`config.mk`:
```
export PLATFORM = sky130hd
export DESIGN_NAME = double_to_fixed_decimal
export DESIGN_NICKNAME = d
export VERILOG_FILES = /design/src/sv/dfd_pkg.sv /design/src/sv/dfd_front.sv /design/src/sv/dfd_queue.sv /design/src/sv/dfd_back.sv /design/src/sv/double_to_fixed_decimal.sv
export VERILOG_INCLUDE_DIRS = /design/src /design/src/sv
export SDC_FILE = /design/constraint.sdc
export NUM_CORES = 2
export LEC_CHECK = 0
export ABC_AREA = 1
export ABC_CLOCK_PERIOD_IN_PS = 13920
export BUFFER_PORTS_ARGS = -buffer_cell sky130_fd_sc_hd__buf_4
export CELL_PAD_IN_SITES_DETAIL_PLACEMENT = 1
export CELL_PAD_IN_SITES_GLOBAL_PLACEMENT = 2
export CORE_MARGIN = 2
export CORE_UTILIZATION = 37
export CTS_CLUSTER_DIAMETER = 150
export DETAILED_ROUTE_END_ITERATION = 6
export GPL_ROUTABILITY_DRIVEN = 0
export GPL_TIMING_DRIVEN = 0
export PLACE_DENSITY_LB_ADDON = 0.15
export SLEW_MARGIN = 0
export SYNTH_ARGS = -nofsm -noshare
export SYNTH_HDL_FRONTEND = slang
export SYNTH_SLANG_ARGS = --single-unit
export TNS_END_PERCENT = 100
```
`constraint.sdc`:
```
create_clock -name clk -period 13.92 [get_ports clk]
set_clock_uncertainty 0.2 [all_clocks]
set_input_delay 2.784 -clock clk [delete_from_list [all_inputs] [get_ports clk]]
set_output_delay 2.784 -clock clk [all_outputs]
set_load 0.01 [all_outputs]
```
`src/sv/assert_macros.svh`:
```
// Assertion macros used by the top-level RTL file.
// Each check is sampled on the rising edge of clk and is off while rst_n is low.
`ifndef ASSERT_MACROS_SVH
`define ASSERT_MACROS_SVH
`ifndef SYNTHESIS
// The condition must hold at every sampled edge.
`define CHK_ALWAYS(lbl, cond) \
    lbl: assert property (@(posedge clk) disable iff (!rst_n) (cond)) \
        else $error("assertion failed");
// When the antecedent holds, the consequent must hold at the same edge.
`define CHK_IMPLY(lbl, ante, cons) \
    lbl: assert property (@(posedge clk) disable iff (!rst_n) (ante) |-> (cons)) \
        else $error("assertion failed");
`else
`define CHK_ALWAYS(lbl, cond)
`define CHK_IMPLY(lbl, ante, cons)
`endif
`endif

```
`src/sv/dfd_pkg.sv`:
```
// ----------------------------------------------------------------------------
// dfd_pkg: shared types and constants of the binary64 to decimal converter
// Status codes, the queue entry layout, the back-end states and powers of ten.
// ----------------------------------------------------------------------------
`timescale 1ns / 1ps
`default_nettype none

package dfd_pkg;

    localparam int DEFAULT_MAX_PLACES = 12;

    localparam logic [2:0] ST_VALID = 3'd0;
    localparam logic [2:0] ST_NAN   = 3'd1;
    localparam logic [2:0] ST_PINF  = 3'd2;
    localparam logic [2:0] ST_NINF  = 3'd3;
    localparam logic [2:0] ST_RANGE = 3'd4;

    localparam logic [62:0] WHOLE_LIMIT = 63'd9000000000000000000;

    // One classified request waiting for digit generation.
    // The fraction is frac_m * 2^-frac_s, always below 2^53 in frac_m.
    typedef struct packed {
        logic [63:0] bits;
        logic [4:0]  places;
        logic [2:0]  status;
        logic        neg;
        logic [62:0] whole;
        logic [52:0] frac_m;
        logic [10:0] frac_s;
    } item_t;

    typedef enum logic [1:0] {
        BK_IDLE,
        BK_SCALE,
        BK_EXTRACT,
        BK_ROUND
    } back_state_t;

    // Ten to the power of n for n up to 19.
    function automatic logic [63:0] pow10(input logic [4:0] n);
        logic [63:0] r;
        case (n)
            5'd0:  r = 64'd1;
            5'd1:  r = 64'd10;
            5'd2:  r = 64'd100;
            5'd3:  r = 64'd1000;
            5'd4:  r = 64'd10000;
            5'd5:  r = 64'd100000;
            5'd6:  r = 64'd1000000;
            5'd7:  r = 64'd10000000;
            5'd8:  r = 64'd100000000;
            5'd9:  r = 64'd1000000000;
            5'd10: r = 64'd10000000000;
            5'd11: r = 64'd100000000000;
            5'd12: r = 64'd1000000000000;
            5'd13: r = 64'd10000000000000;
            5'd14: r = 64'd100000000000000;
            5'd15: r = 64'd1000000000000000;
            5'd16: r = 64'd10000000000000000;
            5'd17: r = 64'd100000000000000000;
            5'd18: r = 64'd1000000000000000000;
            5'd19: r = 64'd10000000000000000000;
            default: r = 64'd0;
        endcase
        return r;
    endfunction

endpackage

`default_nettype wire

```
`src/sv/dfd_front.sv`:
```
// ----------------------------------------------------------------------------
// dfd_front: request intake and classification
// Saturates the place count, sorts out NaN, infinities and large values, and
// splits finite values into a whole part and an exact binary fraction.
// ----------------------------------------------------------------------------
`timescale 1ns / 1ps
`default_nettype none

module dfd_front
    import dfd_pkg::*;
#(
    parameter int MAX_PLACES = DEFAULT_MAX_PLACES
)
(
    input  wire logic        s_tvalid,
    output logic             s_tready,
    input  wire logic [71:0] s_tdata,
    input  wire logic        q_full,
    output logic             push,
    output item_t            entry
);

    localparam logic [4:0] MAX_P = 5'(MAX_PLACES);

    logic [63:0] bits;
    logic [4:0]  req_places;
    logic [10:0] exp_f;
    logic [51:0] man_f;
    logic [52:0] sig;
    logic [10:0] e_unb;
    logic [10:0] sh_r;
    logic [3:0]  sh_l;
    logic [62:0] whole;

    assign bits       = s_tdata[63:0];
    assign req_places = s_tdata[68:64];
    assign exp_f      = bits[62:52];
    assign man_f      = bits[51:0];
    assign sig        = {(exp_f != 11'd0), man_f};
    assign e_unb      = (exp_f == 11'd0) ? 11'd1 : exp_f;
    assign sh_r       = 11'd1075 - e_unb;
    assign sh_l       = 4'(e_unb - 11'd1075);

    assign s_tready = !q_full;
    assign push     = s_tvalid && !q_full;

    // Classification and whole/fraction split.
    always_comb
    begin
        entry.bits   = bits;
        entry.places = (req_places > MAX_P) ? MAX_P : req_places;
        entry.neg    = bits[63];
        entry.status = ST_VALID;
        entry.frac_m = 53'd0;
        entry.frac_s = 11'd0;
        whole        = 63'd0;
        if (exp_f == 11'h7FF)
        begin
            if (man_f != 52'd0)
                entry.status = ST_NAN;
            else
                entry.status = bits[63] ? ST_NINF : ST_PINF;
        end
        else if (e_unb >= 11'd1086)
        begin
            entry.status = ST_RANGE;
        end
        else if (e_unb >= 11'd1075)
        begin
            whole = {10'd0, sig} << sh_l;
        end
        else
        begin
            if (sh_r >= 11'd53)
            begin
                entry.frac_m = sig;
            end
            else
            begin
                whole        = 63'(sig >> sh_r);
                entry.frac_m = sig & ((53'd1 << sh_r) - 53'd1);
            end
            entry.frac_s = sh_r;
        end
        if (entry.status == ST_VALID && whole > WHOLE_LIMIT)
            entry.status = ST_RANGE;
        entry.whole = whole;
    end

endmodule

`default_nettype wire

```
`src/sv/dfd_queue.sv`:
```
// ----------------------------------------------------------------------------
// dfd_queue: two-entry queue between intake and digit generation
// Lets the front accept a new request while the back end is still busy.
// ----------------------------------------------------------------------------
`timescale 1ns / 1ps
`default_nettype none

module dfd_queue
    import dfd_pkg::*;
(
    input  wire logic  clk,
    input  wire logic  rst_n,
    input  wire logic  push,
    input  wire item_t entry_in,
    input  wire logic  pop,
    output item_t      entry_out,
    output logic       full,
    output logic       empty
);

    item_t      mem_reg [2];
    logic       wr_ptr_reg, wr_ptr_next;
    logic       rd_ptr_reg, rd_ptr_next;
    logic [1:0] count_reg, count_next;

    assign full      = (count_reg == 2'd2);
    assign empty     = (count_reg == 2'd0);
    assign entry_out = mem_reg[rd_ptr_reg];

    // Pointer and fill count update.
    always_comb
    begin
        wr_ptr_next = push ? !wr_ptr_reg : wr_ptr_reg;
        rd_ptr_next = pop  ? !rd_ptr_reg : rd_ptr_reg;
        count_next  = count_reg + {1'b0, push} - {1'b0, pop};
    end

    always_ff @(posedge clk or negedge rst_n)
    begin
        if (!rst_n)
        begin
            wr_ptr_reg <= 1'b0;
            rd_ptr_reg <= 1'b0;
            count_reg  <= 2'd0;
        end
        else
        begin
            wr_ptr_reg <= wr_ptr_next;
            rd_ptr_reg <= rd_ptr_next;
            count_reg  <= count_next;
        end
    end

    // Entry storage.
    always_ff @(posedge clk)
    begin
        if (push)
            mem_reg[wr_ptr_reg] <= entry_in;
    end

endmodule

`default_nettype wire

```
`src/sv/dfd_back.sv`:
```
// ----------------------------------------------------------------------------
// dfd_back: decimal digit generation and rounding
// Draws each digit by a rounded multiply-by-ten and a split,
// then applies the guard digit and drives the result register.
// ----------------------------------------------------------------------------
`timescale 1ns / 1ps
`default_nettype none

module dfd_back
    import dfd_pkg::*;
(
    input  wire logic  clk,
    input  wire logic  rst_n,
    input  wire logic  q_empty,
    input  wire item_t q_entry,
    output logic       pop,
    output logic       m_tvalid,
    input  wire logic  m_tready,
    output logic [62:0] out_whole,
    output logic [63:0] out_frac,
    output logic [4:0]  out_places,
    output logic        out_neg,
    output logic [2:0]  out_status,
    output logic [63:0] out_bits
);

    back_state_t state_reg, state_next;

    logic [62:0] whole_reg;
    logic [52:0] m_reg;
    logic [10:0] s_reg;
    logic [4:0]  places_reg;
    logic        neg_reg;
    logic [2:0]  status_reg;
    logic [63:0] bits_reg;
    logic [4:0]  cnt_reg;
    logic [63:0] acc_reg;
    logic [3:0]  guard_reg;
    logic        out_valid_reg;

    logic        out_free;
    logic        load_out;

    // Rounded multiply-by-ten signals.
    logic [56:0] prod;
    logic [2:0]  k;
    logic [56:0] q;
    logic [56:0] rbits;
    logic [56:0] halfway;
    logic        up;
    logic [56:0] q_rnd;
    logic [52:0] sc_m;
    logic [10:0] sc_s;

    // Digit split signals.
    logic [52:0] d_raw;
    logic [3:0]  dig;
    logic [52:0] ex_m;
    logic [10:0] ex_s;

    // Rounding signals.
    logic        inc;
    logic [63:0] acc_p1;
    logic        carry;
    logic [63:0] dig_f;
    logic [62:0] whole_f;
    logic [2:0]  status_f;

    assign out_free = !out_valid_reg || m_tready;
    assign m_tvalid = out_valid_reg;

    // Multiply the fraction by ten and round back to 53 bits, nearest even.
    always_comb
    begin
        prod = {1'b0, m_reg, 3'b000} + {3'b000, m_reg, 1'b0};
        if (prod[56])
            k = 3'd4;
        else if (prod[55])
            k = 3'd3;
        else if (prod[54])
            k = 3'd2;
        else if (prod[53])
            k = 3'd1;
        else
            k = 3'd0;
        q       = prod >> k;
        rbits   = prod & ((57'd1 << k) - 57'd1);
        halfway = (k == 3'd0) ? 57'd0 : (57'd1 << (k - 3'd1));
        up      = (k != 3'd0) && ((rbits > halfway) || ((rbits == halfway) && q[0]));
        q_rnd   = q + {56'd0, up};
        if (q_rnd[53])
        begin
            sc_m = q_rnd[53:1];
            sc_s = s_reg - {8'd0, k} - 11'd1;
        end
        else
        begin
            sc_m = q_rnd[52:0];
            sc_s = s_reg - {8'd0, k};
        end
    end

    // Split off the integer digit; a value of ten saturates to nine and one.
    always_comb
    begin
        ex_m = m_reg;
        ex_s = s_reg;
        if (s_reg >= 11'd53)
        begin
            d_raw = 53'd0;
        end
        else
        begin
            d_raw = m_reg >> s_reg;
            ex_m  = m_reg & ((53'd1 << s_reg) - 53'd1);
        end
        if (d_raw >= 53'd10)
        begin
            dig  = 4'd9;
            ex_m = 53'd1;
            ex_s = 11'd0;
        end
        else
        begin
            dig = d_raw[3:0];
        end
    end

    // Guard-digit rounding, carry into the whole part and final range check.
    always_comb
    begin
        inc      = (guard_reg >= 4'd5);
        acc_p1   = acc_reg + 64'd1;
        carry    = inc && (acc_p1 == pow10(places_reg));
        dig_f    = inc ? (carry ? 64'd0 : acc_p1) : acc_reg;
        whole_f  = whole_reg + {62'd0, carry};
        status_f = status_reg;
        if (status_reg == ST_VALID && whole_f > WHOLE_LIMIT)
            status_f = ST_RANGE;
    end

    // Next state.
    always_comb
    begin
        state_next = state_reg;
        case (state_reg)
            BK_IDLE:
            begin
                if (!q_empty)
                    state_next = (q_entry.status == ST_VALID) ? BK_SCALE : BK_ROUND;
            end
            BK_SCALE:
            begin
                state_next = BK_EXTRACT;
            end
            BK_EXTRACT:
            begin
                state_next = (cnt_reg == places_reg) ? BK_ROUND : BK_SCALE;
            end
            BK_ROUND:
            begin
                if (out_free)
                    state_next = BK_IDLE;
            end
            default:
            begin
                state_next = BK_IDLE;
            end
        endcase
    end

    // Control outputs.
    always_comb
    begin
        pop      = 1'b0;
        load_out = 1'b0;
        case (state_reg)
            BK_IDLE:    pop      = !q_empty;
            BK_ROUND:   load_out = out_free;
            default:
            begin
                pop      = 1'b0;
                load_out = 1'b0;
            end
        endcase
    end

    always_ff @(posedge clk or negedge rst_n)
    begin
        if (!rst_n)
        begin
            state_reg     <= BK_IDLE;
            out_valid_reg <= 1'b0;
        end
        else
        begin
            state_reg <= state_next;
            if (load_out)
                out_valid_reg <= 1'b1;
            else if (m_tready)
                out_valid_reg <= 1'b0;
        end
    end

    // Working registers of the current request.
    always_ff @(posedge clk)
    begin
        if (pop)
        begin
            whole_reg  <= q_entry.whole;
            m_reg      <= q_entry.frac_m;
            s_reg      <= q_entry.frac_s;
            places_reg <= q_entry.places;
            neg_reg    <= q_entry.neg;
            status_reg <= q_entry.status;
            bits_reg   <= q_entry.bits;
            cnt_reg    <= 5'd0;
            acc_reg    <= 64'd0;
            guard_reg  <= 4'd0;
        end
        else if (state_reg == BK_SCALE)
        begin
            m_reg <= sc_m;
            s_reg <= sc_s;
        end
        else if (state_reg == BK_EXTRACT)
        begin
            m_reg   <= ex_m;
            s_reg   <= ex_s;
            cnt_reg <= cnt_reg + 5'd1;
            if (cnt_reg < places_reg)
                acc_reg <= (acc_reg << 3) + (acc_reg << 1) + {60'd0, dig};
            else
                guard_reg <= dig;
        end
    end

    // Result register.
    always_ff @(posedge clk)
    begin
        if (load_out)
        begin
            out_places <= places_reg;
            out_bits   <= bits_reg;
            out_status <= status_f;
            if (status_f == ST_VALID)
            begin
                out_whole <= whole_f;
                out_frac  <= dig_f;
                out_neg   <= neg_reg && ((whole_f != 63'd0) || (dig_f != 64'd0));
            end
            else
            begin
                out_whole <= 63'd0;
                out_frac  <= 64'd0;
                out_neg   <= 1'b0;
            end
        end
    end

endmodule

`default_nettype wire

```
`src/sv/double_to_fixed_decimal.sv`:
```
// ----------------------------------------------------------------------------
// double_to_fixed_decimal: binary64 to decimal fixed-point converter
// Turns raw binary64 bits into a whole part, rounded fraction digits,
// a sign flag and a status.
// ----------------------------------------------------------------------------
// Channel   Dir  Handshake           Payload
// s_*       in   s_tvalid/s_tready   tdata: value_bits, requested_places
// m_*       out  m_tvalid/m_tready   tdata: result fields, tuser: conv_status
//
// In the back end a request with p places (after saturation) is picked up in
// IDLE; SCALE (rounded multiply-by-ten) and EXTRACT (digit split) draw each
// digit plus guard, and ROUND rounds it once the result register is free.
// NaN, infinities and large values skip digit generation and go to ROUND.
// A two-entry queue lets intake continue while digits are drawn; the result
// register holds one finished result. Reset is asynchronous and clears the
// queue, the sequencer and the result valid flag.
// ----------------------------------------------------------------------------
`timescale 1ns / 1ps
`default_nettype none
`include "assert_macros.svh"

module double_to_fixed_decimal
    import dfd_pkg::*;
#(
    parameter int MAX_PLACES = DEFAULT_MAX_PLACES
)
(
    input  wire logic         clk,
    input  wire logic         rst_n,
    input  wire logic         s_tvalid,
    output logic              s_tready,
    // [63:0] value_bits, [68:64] requested_places, [71:69] zero
    input  wire logic [71:0]  s_tdata,
    output logic              m_tvalid,
    input  wire logic         m_tready,
    // [62:0] whole_part, [126:63] fraction_digits, [131:127] places_used,
    // [132] is_negative, [196:133] echo_bits, [199:197] zero
    output logic [199:0]      m_tdata,
    // [2:0] conv_status
    output logic [2:0]        m_tuser
);

    item_t       f_entry;
    item_t       q_entry;
    logic        f_push;
    logic        q_full;
    logic        q_empty;
    logic        q_pop;
    logic [62:0] r_whole;
    logic [63:0] r_frac;
    logic [4:0]  r_places;
    logic        r_neg;
    logic [2:0]  r_status;
    logic [63:0] r_bits;

    dfd_front #(
        .MAX_PLACES (MAX_PLACES)
    ) u_front (
        .s_tvalid (s_tvalid),
        .s_tready (s_tready),
        .s_tdata  (s_tdata),
        .q_full   (q_full),
        .push     (f_push),
        .entry    (f_entry)
    );

    dfd_queue u_queue (
        .clk       (clk),
        .rst_n     (rst_n),
        .push      (f_push),
        .entry_in  (f_entry),
        .pop       (q_pop),
        .entry_out (q_entry),
        .full      (q_full),
        .empty     (q_empty)
    );

    dfd_back u_back (
        .clk        (clk),
        .rst_n      (rst_n),
        .q_empty    (q_empty),
        .q_entry    (q_entry),
        .pop        (q_pop),
        .m_tvalid   (m_tvalid),
        .m_tready   (m_tready),
        .out_whole  (r_whole),
        .out_frac   (r_frac),
        .out_places (r_places),
        .out_neg    (r_neg),
        .out_status (r_status),
        .out_bits   (r_bits)
    );

    // Pack the result fields.
    assign m_tdata = {3'd0, r_bits, r_neg, r_places, r_frac, r_whole};
    assign m_tuser = r_status;

    // A result that is not valid carries no magnitude and no sign.
    `CHK_IMPLY(a_invalid_zero, m_tvalid && (r_status != ST_VALID),
               (r_whole == 63'd0) && (r_frac == 64'd0) && !r_neg)
    // The places applied never exceed the configured limit.
    `CHK_IMPLY(a_places_max, m_tvalid, r_places <= 5'(MAX_PLACES))
    // Fraction digits stay below ten to the power of the places used.
    `CHK_IMPLY(a_frac_range, m_tvalid, r_frac < pow10(r_places))
    // The queue never reports full and empty together.
    `CHK_ALWAYS(a_queue_sane, !(q_full && q_empty))

endmodule

`default_nettype wire
```
# Word level (Yosys, flattened, before mapping)
# Memories as Yosys holds them, arrays and structs flattened. A register that Yosys moved wholly into a read port is not among the register bits.
# Index checks and enable logic that the tools add are counted.
# W data, S select, Z words.
[word_totals]
reg_bits = 480
latchBits = 0
mem_bits_rw = 400
rom_bits = 1888
out_inout_bits = 205
word_cells = 160
n_memories = 2
[op_classes]
n_addsub = 17
multipliers = 0
div = 0
magnitude_cmp = 11
n_eq_ne = 11
shift = 8
n_mux = 48
n_bitwise = 5
n_reduce_logical = 37
[memory_table]
columns = ["memory", "words", "width", "read_ports", "rd_ports_with_merged_regs", "write_ports", "line_no", "text"]
rows = [
  ["(name not given)", 32, 59, 1, 1, 0, "dfd_pkg.sv:42", "case (n)"],
  ["u_queue.mem_reg", 2, 200, 1, 0, 1, "dfd_queue.sv:21", "item_t mem_reg [2];"],
]
[op_table]
columns = ["cell", "count"]
rows = [
  ["$mux W53", 8],
  ["$mux W64", 5],
  ["$mux W63", 4],
  ["$gt A63 B63 Y1 const B", 2],
  ["$shl A1 B3 Y57 const A", 2],
  ["$and A53 B53 Y53", 2],
  ["$shl A1 B11 Y53 const A", 2],
  ["$sub A53 B1 Y53 const B", 2],
  ["$mux W11", 6],
  ["$add A64 B1 Y64 const B", 1],
  ["$add A64 B4 Y64", 1],
  ["$add A64 B64 Y64", 1],
  ["$eq A64 B64 Y1", 1],
  ["$reduce_bool A64 Y1", 1],
  ["$add A63 B1 Y63", 1],
  ["$reduce_bool A63 Y1", 1],
  ["$shl A53 B4 Y63", 1],
  ["$shr A53 B11 Y63", 1],
  ["$add A56 B54 Y57", 1],
  ["$and A57 B57 Y57", 1],
  ["$eq A57 B57 Y1", 1],
  ["$gt A57 B57 Y1", 1],
  ["$mux W57", 1],
  ["$shr A57 B3 Y54", 1],
  ["other kinds (43)", 89],
]

# Depth between registers and ports, before layout
[depth]
depth_word = 16
depth_mapped = 49
mapped_depth_nobuf = 49

# Modules after synthesis
# A second synthesis with hierarchy kept.
[unflattened]
cells_unflattened = 9680
hier_area_um2 = 70059.7
[by_module_without_submodules]
columns = ["module", "instances", "cells_each", "area_per_inst_um2"]
rows = [
  ["dfd_back", 1, 6244, 43322.8],
  ["dfd_queue", 1, 1070, 15832.7],
  ["dfd_front", 1, 2361, 10870.4],
  ["double_to_fixed_decimal", 1, 5, 33.8],
]

# Least setup slack after synthesis
# Ideal clock, no wire load.
[synth_timing]
kind = "input to register"
startpoint = "in m_tready"
endpoint = "reg u_back.out_bits[0], enable pin"
arrival_ps = 12371
required_ps = 12893
slack_ps = 523
path_stages = 2
path_buffers = 0
cell_sequence = "inv_1 > a21oi_1"
[synth_between]
elab_chain_len = 2
[synth_rtl]
columns = ["item", "line_no", "text"]
rows = [
  ["start: declaration", "double_to_fixed_decimal.sv:35", "input wire logic m_tready,"],
  ["$logic_or A1 B1 Y1", "dfd_back.sv:69", "assign out_free = !out_valid_reg || m_tready;"],
  ["$mux W1", "dfd_back.sv:177", "case (state_reg)"],
  ["net u_back.load_out", "dfd_back.sv:42", "logic load_out;"],
  ["end signal: assignment", "dfd_back.sv:244", "out_bits <= bits_reg;"],
  ["end: declaration", "dfd_back.sv:24", "output logic [63:0] out_bits"],
]
# The timed path passes the listed nets, and every way through them passes these cells.
# A chain may end at the register's enable or synchronous reset.

# Final worst setup path
[layout_timing]
startpoint = "reg u_back.acc_reg[0]"
endpoint = "reg u_back.out_frac[33], data pin"
[layout_between]
elab_chain_len = 8
[layout_rtl]
columns = ["item", "line_no", "text"]
rows = [
  ["start: declaration", "dfd_back.sv:37", "logic [63:0] acc_reg;"],
  ["start signal: assignment", "dfd_back.sv:232", "acc_reg <= (acc_reg << 3) + (acc_reg << 1) + {60'd0, dig};"],
  ["$add A64 B1 Y64 (*)", "dfd_back.sv:133", "acc_p1 = acc_reg + 64'd1;"],
  ["$eq A64 B64 Y1", "dfd_back.sv:134", "carry = inc && (acc_p1 == pow10(places_reg));"],
  ["$logic_and A1 B1 Y1", "dfd_back.sv:134", ""],
  ["$add A63 B1 Y63", "dfd_back.sv:136", "whole_f = whole_reg + {62'd0, carry};"],
  ["$gt A63 B63 Y1", "dfd_back.sv:138", "if (status_reg == ST_VALID && whole_f > WHOLE_LIMIT)"],
  ["$logic_and A1 B1 Y1", "dfd_back.sv:138", ""],
  ["$mux W3", "dfd_back.sv:138", ""],
  ["$logic_not A3 Y1", "dfd_back.sv:246", "if (status_f == ST_VALID)"],
  ["end signal: assignment", "dfd_back.sv:249", "out_frac <= dig_f;"],
  ["end: declaration", "dfd_back.sv:20", "output logic [63:0] out_frac,"],
]
# Every way passes the cells marked *; elsewhere a longest branch is shown, timed or not.

==> flow_summary.json <==
{
  "largest_reg_flops": 398,
  "synth_top_area_share_pct": 35.8,
  "post-cts-setup-buffer-count": 0,
  "synth_area_sq_um": 66900,
  "synth_top_area_cell": "edfxtp_1",
  "drt_wl_total_mm": 307,
  "p_leak_nw": 33.4,
  "synth.avg_cell_area_sq_um": 7.25,
  "via_count": 68200,
  "power_mw": 22.5,
  "min_period_ps": 8740,
  "ys_top_cells_by_area": "edfxtp_1 36%, nand2_1 14%, nand3_1 6.8%, inv_1 6.0%, nor2_1 5.8%",
  "critPathSlowestCell": "dfxtp_1",
  "overflow": 0,
  "clock.fmax_ghz": 0.114,
  "dr.first_iter.drc_count": 5969,
  "dieArea_sq_um": 184000,
  "rsz0062_at_grt": "false",
  "yosysSeqAreaShare_pct": 39.8,
  "status": "complete, but fails checks",
  "cts_tree": "done",
  "maxSlewHeadroom_pct": -2.42,
  "synth_ff_type": "edfxtp_1",
  "report.final.slew_viol_count": 2,
  "peakVddDrop_v": 0.000180,
  "maxCapViolCount": 1,
  "clock_sinks": 931,
  "fin_util_pct": 42.3,
  "wl_per_cell_um": 25.4,
  "fillers": 22600,
  "hold_path_end": "u_back.out_bits[37]",
  "post-synth-top-count-cell": "nand2_1",
  "postRouteAntennaNets": 0,
  "clockBufferDepth": 3,
  "crit_type": "flop to flop",
  "r2r-start": "u_back.acc_reg[0]",
  "fin_area_sq_um": 76200,
  "end_kind": "flop",
  "min_period_over_period_pct": 62.8,
  "areaGrowthSynthToFinish_pct": 13.8,
  "io_buffers": 274,
  "cp_common_cell": "nand2_1",
  "die_h_um": 429,
  "path_max_fanout": 10,
  "htreeDepth": 3,
  "ctsHoldBuffers": 0,
  "grt_antenna_before_repair": 6,
  "synth_edf_count": 797,
  "synthTopCellsByCount": "2476 x nand2_1, 1068 x inv_1, 1042 x nor2_1",
  "grt_max_degree": 70,
  "clock_tree.root_cell": "clkbuf_16",
  "syn_inst": 9227,
  "coreArea_sq_um": 180000,
  "failed_checks": "max-capacitance violations, max-slew violations",
  "die_x_um": 429,
  "critical-path-max-stage-delay_ps": 590,
  "rrSetupSlack_ps": 5180,
  "hpwl_mm": 253,
  "start_util_pct": 37.2,
  "postPlaceCellArea_sq_um": 72600,
  "clk-insertion-delay-late_ps": 780,
  "worst_slack_ps": 5180,
  "worstPathArrival_ps": 9060,
  "ctsResizeCount": 0,
  "setup_viol": 0,
  "grt_pass1_vias": 69400,
  "clk_pin_slew_ps": 60,
  "io_pins": 281,
  "p_per_area_nw_per_um2": 295,
  "track_usage_pct": 32.5,
  "place_ws_ps": 5250,
  "numCtsBuffers": 104,
  "cp.required_ps": 14230,
  "worstReg2RegEnd": "u_back.out_frac[33]",
  "yosysUniqueCellTypes": 78,
  "min_from": "u_back.bits_reg[37]",
  "drive_gt1_share_pct": 7.57,
  "viasPerCell": 5.63,
  "async_flop_share_pct": 0.752,
  "nNetsFinal": 9940,
  "holdPathStages": 0,
  "worst_slew_pin_slew_ps": 1520,
  "yosys_warnings": 0,
  "num_rows": 156,
  "holdCritPathClass": "flop to flop",
  "route.detailed.drc": 0,
  "ys_seq_elements": 931,
  "grt_pass1_wl_mm": 451,
  "rr_worst_depth": 37,
  "startpoint_type": "flop",
  "drt_pass1_iterations": 6,
  "hold_viol": 0
}
worst max-delay path, delay by kind of cell (launching register included):
family,cells,cell delay (ps)
AOI/OAI and AO/OA,4,1010
xor gates and xnor gates,3,1140
adders and majority gates,2,570
buffers and inverters,4,760
DFF,1,590
and+or+nand+nor,24,4220
worst max-delay path by stage:
stage                            startpoint                     end
after floorplan                    m_tready      u_back.out_bits[0]
after global placement             m_tready     u_back.out_bits[55]
after detailed placement        s_tdata[55]  u_queue.mem_reg[0][39]
after CTS                 u_back.acc_reg[0]     u_back.out_frac[16]
after global routing      u_back.acc_reg[0]     u_back.out_frac[33]
final                     u_back.acc_reg[0]     u_back.out_frac[33]
where the power goes:
group / internal [mW] / total [mW] / switching [mW]
registers: 4.35 / 5.21 / 0.854
clock network: 1.65 / 2.86 / 1.21
logic: 3.94 / 14.4 / 10.5
layout by cell type (no fill, tap or decap), types with 36 or more instances in the layout:
cell	instances
nor4_1	60
o211ai_1	79
clkbuf_16	108
a21oi_1	369
xnor2_1	98
clkbuf_1	215
buf_2	42
nor3_1	178
inv_1	1068
xor2_1	208
ha_1	215
dfxtp_1	127
edfxtp_1	797
nand4_1	195
nor2_1	1040
or2_2	40
buf_1	64
nor2_2	36
o21ai_0	489
nand3_1	907
a22oi_1	42
buf_4	301
nand2_1	2476
metrics by stage:
step / TNS, ps / hold WS, ps / std cells
6_report: 0 / 210 / 12100
3_5_place_dp: 0 / 205 / 11900
4_1_cts: 0 / 211 / 12100
3_3_place_gp: -2183630 / 204 / 11900
2_1_floorplan: 0 / 200 / 9240
5_1_grt: 0 / 214 / 12100
final cells by class:
| class | instances | area, sq um | share of cell area, % |
|---|---|---|---|
| Antenna cell | 3 | 7.51 | 0.00986 |
| Multi-Input combinational cell | 6855 | 34600 | 45.5 |
| Sequential cell | 931 | 26700 | 35.0 |
| Clock buffer | 134 | 2850 | 3.74 |
| Tap cell | 2370 | 2970 | 3.89 |
| Inverter | 1105 | 4150 | 5.45 |
| Timing Repair Buffer | 299 | 2570 | 3.38 |
| Clock inverter | 59 | 738 | 0.969 |
| Buffer | 349 | 1610 | 2.11 |
logic make-up (layout without fill, tap and decap cells):
family | after synthesis | in the layout | synth area share, %
other | 2 | 18 | 0.0112
XOR/XNOR | 306 | 306 | 4.00
AND/OR/NAND/NOR | 5090 | 5090 | 32.9
buffers and inverters | 1454 | 1946 | 8.60
flip-flops | 931 | 931 | 39.8
adder cells (fa/ha/maj) | 219 | 219 | 4.14
multiplexers | 25 | 25 | 0.374
AO/OA/AOI/OAI | 1200 | 1200 | 10.2
metal layers:
metal,vias up,share of wire [%],GRT usage [%]
li1,31600,-,-
met1,33500,42,41.8
met2,2473,46,53.9
met3,631,6.2,4.13
met4,6,5.5,15.7
met5,-,0.012,0
Power figures use the tool's default switching activity.
